### src/sv/sobel_edge_magnitude_3x3_core_assert.svh
// Assertion macros shared by the Sobel core.
`ifndef SOBEL_EDGE_MAGNITUDE_3X3_CORE_ASSERT_SVH
`define SOBEL_EDGE_MAGNITUDE_3X3_CORE_ASSERT_SVH

// The consequent must hold in the same cycle as the antecedent.
`define SOBEL_ASSERT_SAME(lbl, clk, rstn, ante, cons) \
    lbl: assert property (@(posedge clk) disable iff (!(rstn)) (ante) |-> (cons)) \
        else $error("%m: check failed");

// The consequent must hold in the cycle after the antecedent.
`define SOBEL_ASSERT_NEXT(lbl, clk, rstn, ante, cons) \
    lbl: assert property (@(posedge clk) disable iff (!(rstn)) (ante) |=> (cons)) \
        else $error("%m: check failed");

`endif

### src/sv/sobel_pkg.sv
package sobel_pkg;

    localparam int PIX_W        = 8;
    localparam int ABS_W        = 10;
    localparam int SQ_W         = 2 * ABS_W;
    localparam int SUM_W        = SQ_W + 1;
    localparam int ROOT_W       = 8;
    localparam int WIDTH_REG_W  = 12;
    localparam int HEIGHT_REG_W = 13;
    localparam int ROW_W        = 12;
    localparam int CFG_IDX_W    = 2;
    localparam int CFG_DATA_W   = 13;

    localparam int DEF_MAX_WIDTH = 2048;
    localparam int MAX_ROWS      = 4096;

    localparam logic [WIDTH_REG_W-1:0]  WIDTH_RESET  = 12'd640;
    localparam logic [HEIGHT_REG_W-1:0] HEIGHT_RESET = 13'd480;
    localparam logic [SUM_W-1:0]        SAT_LIMIT    = 21'd65025;
    localparam logic [ROOT_W-1:0]       ROOT_MAX     = 8'd255;

    typedef enum logic [CFG_IDX_W-1:0] {
        CFG_IMAGE_WIDTH  = 2'd0,
        CFG_IMAGE_HEIGHT = 2'd1
    } cfg_index_t;

    // One result travelling down the square-root chain.
    typedef struct packed {
        logic              valid;
        logic              last;
        logic              sat;
        logic [SUM_W-1:0]  sum;
        logic [ROOT_W-1:0] root;
    } sqrt_lane_t;

endpackage

### src/sv/sobel_sqrt_cell.sv
module sobel_sqrt_cell
    import sobel_pkg::*;
#(
    parameter int BIT = 0
) (
    input  logic       aclk,
    input  logic       aresetn,
    input  logic       en,
    input  sqrt_lane_t lane_i,
    output sqrt_lane_t lane_o
);

    logic [ROOT_W-1:0]   trial;
    logic [2*ROOT_W-1:0] trial_sq;
    sqrt_lane_t          lane_next;
    sqrt_lane_t          lane_reg;

    always_comb begin
        trial     = lane_i.root | (ROOT_W'(1) << BIT);
        trial_sq  = trial * trial;
        lane_next = lane_i;
        if (SUM_W'(trial_sq) <= lane_i.sum) begin
            lane_next.root = trial;
        end
    end

    always_ff @(posedge aclk) begin
        if (!aresetn) begin
            lane_reg <= '0;
        end else if (en) begin
            lane_reg <= lane_next;
        end
    end

    assign lane_o = lane_reg;

endmodule

### config.mk
export PLATFORM = sky130hd
export DESIGN_NAME = sobel_sqrt_cell
export DESIGN_NICKNAME = d
export VERILOG_FILES = /design/src/sv/sobel_edge_magnitude_3x3_core_assert.svh /design/src/sv/sobel_pkg.sv /design/src/sv/sobel_sqrt_cell.sv
export SDC_FILE = /design/constraint.sdc
export NUM_CORES = 1
export LEC_CHECK = 0
export ABC_AREA = 1
export BUFFER_PORTS_ARGS = -buffer_cell sky130_fd_sc_hd__buf_2
export CELL_PAD_IN_SITES_DETAIL_PLACEMENT = 0
export CELL_PAD_IN_SITES_GLOBAL_PLACEMENT = 1
export CORE_MARGIN = 2
export CORE_UTILIZATION = 40
export CTS_CLUSTER_DIAMETER = 100
export DETAILED_ROUTE_END_ITERATION = 6
export HOLD_SLACK_MARGIN = 0.12
export PLACE_DENSITY_LB_ADDON = 0.1
export RECOVER_POWER = 25
export SYNTH_ARGS = -nofsm -noshare
export SYNTH_HDL_FRONTEND = slang
export SYNTH_SLANG_ARGS = --single-unit
### constraint.sdc
create_clock -name aclk -period 6.4 [get_ports aclk]
set_clock_uncertainty 0.2 [all_clocks]
set_input_delay 1.28 -clock aclk [delete_from_list [all_inputs] [get_ports aclk]]
set_output_delay 1.28 -clock aclk [all_outputs]
set_load 0.02 [all_outputs]
# == Word level (Yosys, flattened, before mapping) ==
# Cells that the tools add are included.
# word_totals
register_bits,32
inputBits,35
out_inout_bits,32
word_cells,8
# classes
multipliers,1
order_cmp,1
muxes,1
# op_table
op,count
$le A16 B21 Y1,1
$mul A8 B8 Y16,1
$mux W1,1

# == Longest topological paths before layout ==
# Gate-level depths: netlist of the first run.
# logic_depth
word_depth,3
mapped_depth,28
ltp_nobuf,27

# == Worst setup path before layout of the first run ==
# OpenSTA, ideal clock, no wires.
# synth_timing
path_kind,input-to-reg
startpoint,input port lane_i[7] (netlist name)
endpoint,"register lane_reg, in the netlist lane_o[0]"
t_required_ps,6081
cell_stages,24
setup_time_ps,119
path_buffers,1
arrival_ps,5469
path_slack_ps,612
path_cell_list,clkbuf_1 -> nand2_1 -> fa_1 -> inv_1 -> fa_1 -> fa_1 -> inv_1 -> fa_1 -> inv_1 -> ha_1 -> a21oi_1 -> o21a_1 -> nand2_2 -> nand2_1 -> nand2_1 -> nand2_1 -> nand2_1 -> ha_1 -> nand2_1 -> nor2_1 -> nand2_1 -> nand3b_1 -> nand3_1 -> a21oi_1
# synth_via
elab_chain_cells,3
# synth_rtl
item,line,rtl
from (decl),sobel_sqrt_cell.sv:9,"input sqrt_lane_t lane_i,"
$mul A8 B8 Y16,sobel_sqrt_cell.sv:20,trial_sq = trial * trial;
$le A16 B21 Y1,sobel_sqrt_cell.sv:22,if (SUM_W'(trial_sq) <= lane_i.sum) begin
$mux W1,sobel_sqrt_cell.sv:22,
to (signal assigned),sobel_sqrt_cell.sv:31,lane_reg <= lane_next;
to (decl),sobel_sqrt_cell.sv:16,sqrt_lane_t lane_reg;
# No other way between the ends.
# A chain may end at the register's enable or synchronous reset.

# == Worst setup path in the final report of the first run ==
# layout_timing
startpoint,input port lane_i[2] (netlist name)
endpoint,"register lane_reg, in the netlist lane_o[0]"
# The elaborated chain is that of the path after synthesis.

==> run summary, run 1 <==
Hold Buf Count CTS -> 0
Status -> complete, no violations
Cell variety after synth -> 26
Final setup vio count -> 0
Final wirelength -> 7110 µm
Met3 WL -> 300 µm
Ranking of synthesized cells by area -> dfxtp_1 (20%), ha_1 (17%), fa_1 (15%), inv_1 (11%), nand2_1 (8.0%)
Final period utilization -> 0.912
Global route overflow -> 0
Post-Synth XOR/XNOR Area -> 0.0461
Top-count cell post-synth -> inv_1
Maxcap violations -> 0
Prevailing post-synth register cell -> dfxtp_1
Layout filler cell count -> 842
Final hold vios -> 0
Clock Tree Root -> clkbuf_8
Io pins -> 67
Combinational family with the most area after synthesis -> adder cells
Bufs on Longest Clock Path -> 2
Core Area -> 7770 µm²
Largest net degree at the start of global routing -> 55
Peak VDD IR -> 0.130 mV
Crit-path max FO -> 11
Kind of end point of the critical path -> flop
Mux share of post-synthesis cell area -> 0
Synth Area in Adders -> 0.329
Syn Inst Count -> 442
Hold endpoint -> lane_o[24]
Hold_sp -> lane_o[24]
Synth top cells by count -> inv_1 (95), nand2_1 (69), ha_1 (45), nor2_1 (42)
Register area share after synthesis -> 0.198
Total clock sinks -> 32
Clk Latency, worst-skew pair -> 280 ps
Starting Density -> 0.416
Setup CP Type -> in2reg
Synth async-reset ratio -> 0
YS warnings -> 0
Worst R2R End -> lane_o[11]
EDFF count, synth -> 0
Wl on met1 -> 3510 µm
Chip Width -> 93.9 µm
Compound-Gate Fraction of Synth Area -> 0.123
Port bufs -> 66
# diodes -> 0
Via density -> 4.66
Vias in the first global route -> 2,643
Die ar. -> 8810 µm²
CP Launch Type -> input port
Num CTS Buffers -> 5
Synth-to-layout area growth -> 15.7%
Syn avg cell area -> 7.31 µm²
R2r setup slk -> 5520 ps
RSZ-0062 raised after global routing -> no
Htree depth -> 2
Hold path depth -> 2
Clock-pin slew on the worst setup and hold paths -> 70 ps
Global-route wire length before repair -> 12,000 µm
FF-to-FF Start -> lane_o[11]
Fin nets -> 606
DRT Pass-1 Iters -> 4
Syn Nets -> 547
Highest Clock Rate -> 171 MHz
Worst Hold Class -> reg2reg
Worst Max-Slew Pin Slew -> 790 ps
CTS tree -> yes
Setup_tns -> 0 ps
Routed Antenna Nets -> 0
# rows -> 32
Data arrival time of the worst path -> 5820 ps
Yosys top cell by area -> dfxtp_1
# DRC -> 0
Yosys reg bits -> 32
WP data required -> 6380 ps
PD cells -> 337 nW/µm²
GRT Total Usage -> 0.170
DRT iter0 DRCs -> 68
Fin crit period -> 5840 ps
Hpwl dp -> 5850 µm
Hold Slack -> 276 ps
Total number of vias -> 2,817
Yosys top cell area share -> 0.198
Share of cells above drive strength 1 -> 0.135
Max_slew headroom -> 0.473
Slew Limit Fails -> 0
Post-Synth Simple-Gate Area -> 0.170
Pleak -> 2.16 nW
Per-cell routed wire length -> 11.8 µm
Total setup buffers inserted after CTS -> 0
Synth Cell Area -> 3230 µm²
Post-CTS Resized -> 0
Top Metal Used -> met4
Initial antenna violation count -> 0
Register-to-Register Path Depth -> 2
GPL Wtd Cong -> 0.787
DR WL met2 -> 3210 µm
Max reg flops -> 32
DIE HEIGHT -> 93.9 µm
-- final cells by class --
type                    count  area, µm²  area share
multi-input cells         297       2160       0.577
repair buffers             67        318      0.0850
inverters                  98        368      0.0984
well taps                 102        128      0.0341
flip-flops and latches     32        641       0.171
clock buffers               7       96.3      0.0258
clock inverters             1       30.0     0.00803
-- layout by cell type (no fill, tap or decap), drive strengths merged --
cell type  count
inv           98
nand2         71
buf           51
ha            45
nor2          42
o21ai         37
a21oi         35
dfxtp         32
fa            25
clkbuf        23
nand3         13
xor2          11
xnor2          6
nor3           4
a21o           3
o21a           1
a31oi          1
or2            1
nand4          1
nand3b         1
bufinv         1
-- kinds of logic (layout without fill, tap and decap cells) --
family	count (synthesis)	count (layout)
and+or+nand+nor	133	133
AOI/OAI and AO/OA	77	77
xor gates and xnor gates	17	17
DFF	32	32
buffers and inverters	113	173
adders and majority gates	70	70
-- per-stage QoR --
step / setup slack, ps / instances / total power [mW] / utilization / area (µm²)
final: 561 / 604 / 1.26 / 0.481 / 3740
after global routing: 147 / 604 / 1.42 / 0.481 / 3740
after CTS: 548 / 604 / 1.28 / 0.484 / 3760
after detailed placement: 261 / 596 / 1.06 / 0.468 / 3630
after global placement: 259 / 596 / 1.06 / 0.468 / 3630
after floorplan: 612 / 442 / 0.868 / - / 3230
-- how the worst max path moves through the flow --
| stage | cells after the start | slack, ps | endpoint | from |
|---|---|---|---|---|
| after floorplan | 24 | 610 | lane_o[0] | lane_i[7] |
| after global placement | 24 | 260 | lane_o[0] | lane_i[2] |
| after global routing | 24 | 150 | lane_o[0] | lane_i[2] |
| after detailed placement | 24 | 260 | lane_o[0] | lane_i[2] |
| after CTS | 24 | 550 | lane_o[0] | lane_i[2] |
| final | 24 | 560 | lane_o[0] | lane_i[2] |
-- report_power, final --
part / switching (mW) / total, mW / internal [mW]
sequential: 0.00587 / 0.219 / 0.213
clock: 0.0783 / 0.216 / 0.137
combinational: 0.503 / 0.825 / 0.321
-- layer usage --
| layer | global-route usage | vias up |
|---|---|---|
| met5 | 0 | - |
| met4 | 0.0471 | 0 |
| met3 | 0.0177 | 8 |
| met2 | 0.282 | 49 |
| met1 | 0.235 | 1280 |
| li1 | - | 1480 |
-- critical path: stages --
cell and delay (ps):
buf_2 240, nand2_1 120, fa_1 540, inv_1 70, fa_1 510, fa_1 540, inv_1 50, fa_1 520
inv_1 40, ha_1 340, nand2_1 110, nor3_2 110, nand2_1 90, nand2_2 100, nand2_1 70, nand3_1 70
nand2_1 80, ha_1 350, nand2_1 90, nor2_1 140, nand2_1 60, nand3b_1 150, nand3_1 90, a21oi_1 60
(Power assumes the default switching activity.)
==> inputs of run 2 (changes only) <==
- RECOVER_POWER: 25 -> not set
==> run summary, run 2 (synthesis results as in run 1) <==
Via density -> 4.67 (+0.11%)
Critical path cell sequence -> buf_2, nand2_1, fa_1, inv_1, fa_1, fa_1, inv_1, fa_1, inv_1, ha_1, nand2_1, nor3_2, nand2_1, nand2_2, nand2_1, nand3_1, nand2_1, ha_1, nand2_1, nor2_1, nand2_1, nand3b_1, nand3_1, a21oi_1
CP Launch Type -> input port
Sw frac -> 0.466 (-0.000865)
# rows -> 32 (unchanged)
Pint -> 0.674 mW (+0.28%)
Final setup vio count -> 0 (unchanged)
FF-to-FF Start -> lane_o[13]
Fin crit period -> 5840 ps (-3.15 ps)
Register-to-Register Path Depth -> 2 (unchanged)
Routed Antenna Nets -> 0 (unchanged)
Layout filler cell count -> 833 (-1.1%)
Synth-to-layout area growth -> 16.3%
Clock Tree Root -> clkbuf_8
Starting Density -> 0.416 (unchanged)
Initial antenna violation count -> 0 (unchanged)
Port bufs -> 66 (unchanged)
RSZ-0062 raised after global routing -> no
Placed Area -> 3630 µm² (unchanged)
Maxcap violations -> 0 (unchanged)
Final hold vios -> 0 (unchanged)
Slew Limit Fails -> 0 (unchanged)
Num CTS Buffers -> 5 (unchanged)
Core Area -> 7770 µm² (unchanged)
Pleak -> 2.22 nW (+2.7%)
Post-Place Cells -> 596 (unchanged)
Most frequent cells in the layout -> inv_1 (95), nand2_1 (69), buf_2 (66), ha_1 (45), nor2_1 (42)
Worst slack, placed -> 261 ps (unchanged)
Die ar. -> 8810 µm² (unchanged)
Logic pwr share -> 0.655 (about the same)
Setup_tns -> 0 ps (unchanged)
DRT iter0 DRCs -> 68 (unchanged)
Per-cell routed wire length -> 11.7 µm (-0.37%)
Fin nets -> 606 (unchanged)
Largest net degree at the start of global routing -> 55 (unchanged)
Non-filler instance count after layout -> 604 (unchanged)
Bufs on Longest Clock Path -> 2 (unchanged)
Highest Clock Rate -> 171 MHz (about the same)
Io pins -> 67 (unchanged)
GPL Wtd Cong -> 0.787 (unchanged)
Clk Latency, worst-skew pair -> 280 ps (about the same)
Data arrival time of the worst path -> 5820 ps (about the same)
Psw -> 0.587 mW (about the same)
Share of cells above drive strength 1 -> 0.167 (+0.0319)
Total setup buffers inserted after CTS -> 0 (unchanged)
Setup CP Type -> in2reg
DIE HEIGHT -> 93.9 µm (unchanged)
Worst Path Buf+Inv -> 4 (unchanged)
Clock-pin slew on the worst setup and hold paths -> 70 ps (about the same)
Kind of end point of the critical path -> flop
Total number of vias -> 2,820 (+0.11%)
WP data required -> 6380 ps (about the same)
Worst Hold Class -> reg2reg
Worst path top cell family by delay -> adder cells
Crit path depth -> 24 (unchanged)
Status -> complete, no violations
Global route overflow -> 0 (unchanged)
Finished Cell Area -> 3760 µm² (+0.54%)
Htree depth -> 2 (unchanged)
Chip Width -> 93.9 µm (unchanged)
Register share of total power -> 0.173 (about the same)
Worst Max-Slew Pin Slew -> 793 ps (+2.78 ps)
Crit-path max FO -> 11 (unchanged)
Post-CTS Resized -> 0 (unchanged)
CP most frequent cell -> nand2_1
# DRC -> 0 (unchanged)
Vias in the first global route -> 2,643 (unchanged)
Final Worst Setup Slack -> 564 ps (+3.15 ps)
Final period utilization -> 0.912 (about the same)
Final wirelength -> 7090 µm (-0.37%)
PD cells -> 335 nW/µm² (-0.41%)
Critical path startpoint -> lane_i[2]
Slowest cell on the critical path -> fa_1
GRT Total Usage -> 0.170 (unchanged)
CTS tree -> yes
Max_slew headroom -> 0.471 (-0.00186)
Hpwl dp -> 5850 µm (unchanged)
Max stage delay on crit path -> 540 ps (about the same)
Worst R2R End -> lane_o[13]
Clock power frac -> 0.171 (about the same)
# diodes -> 0 (unchanged)
Peak VDD IR -> 0.130 mV (about the same)
Hold Buf Count CTS -> 0 (unchanged)
Max reg flops -> 32 (unchanged)
Total clock sinks -> 32 (unchanged)
Critical path endpoint -> lane_o[0]
DRT Pass-1 Iters -> 4 (unchanged)
Commonest non-fill, non-tap cell in the layout -> inv_1
Global-route wire length before repair -> 12,000 µm (unchanged)
R2r setup slk -> 5530 ps (about the same)
run 2: changes by cell type in the layout (fill, tap and decap cells not counted):
cell	previous run	this run
buf_2	50	66
clkbuf_1	16	0
run 2: power by group through the flow:
stage,logic (mW),clock network [mW],registers [mW]
after floorplan,0.627,0,0.241
after global placement,0.832,0,0.223
after detailed placement,0.835,0,0.223
after CTS,0.841,0.220,0.219
after global routing,0.970,0.228,0.220
final,0.826,0.216,0.219
run 2: how the worst min path moves through the flow:
stage                from          to  slack (ps)  depth (start not counted)
2_1_floorplan  lane_o[24]  lane_o[24]         350                          2
3_3_place_gp   lane_o[24]  lane_o[24]         250                          2
3_5_place_dp   lane_o[24]  lane_o[24]         270                          2
4_1_cts        lane_o[24]  lane_o[24]         280                          2
5_1_grt        lane_o[28]  lane_o[28]         320                          2
6_report       lane_o[24]  lane_o[24]         280                          2
run 2: layout make-up:
cell class | instances | area, µm² | area share
multi-input combinational | 297 | 2160 | 0.574
sequential | 32 | 641 | 0.170
inverter | 98 | 368 | 0.0979
timing repair buffer | 67 | 338 | 0.0899
tap | 102 | 128 | 0.0340
clock buffer | 7 | 96.3 | 0.0256
clock inverter | 1 | 30.0 | 0.00799
run 2: through the flow:
stage | power [mW] | hold WS [ps] | utilization
finish | 1.26 | 277 | 0.484
global route | 1.42 | 322 | 0.484
CTS | 1.28 | 277 | 0.484
detailed placement | 1.06 | 268 | 0.468
global placement | 1.06 | 253 | 0.468
floorplan | 0.868 | 347 | -
run 2: tightest hold or removal path: cells and delay by family (launching register included):
kind | cells | cell delay, ps
flops | 1 | 310
simple gates | 2 | 130
run 2: per-layer routing:
| metal | global-route usage | wire [µm] | up-vias |
|---|---|---|---|
| met1 | 0.235 | 3440 | 1280 |
| met2 | 0.282 | 3220 | 52 |
| met4 | 0.0471 | 86 | 0 |
| met3 | 0.0177 | 343 | 8 |
| met5 | 0 | 0 | - |
| li1 | - | - | 1480 |
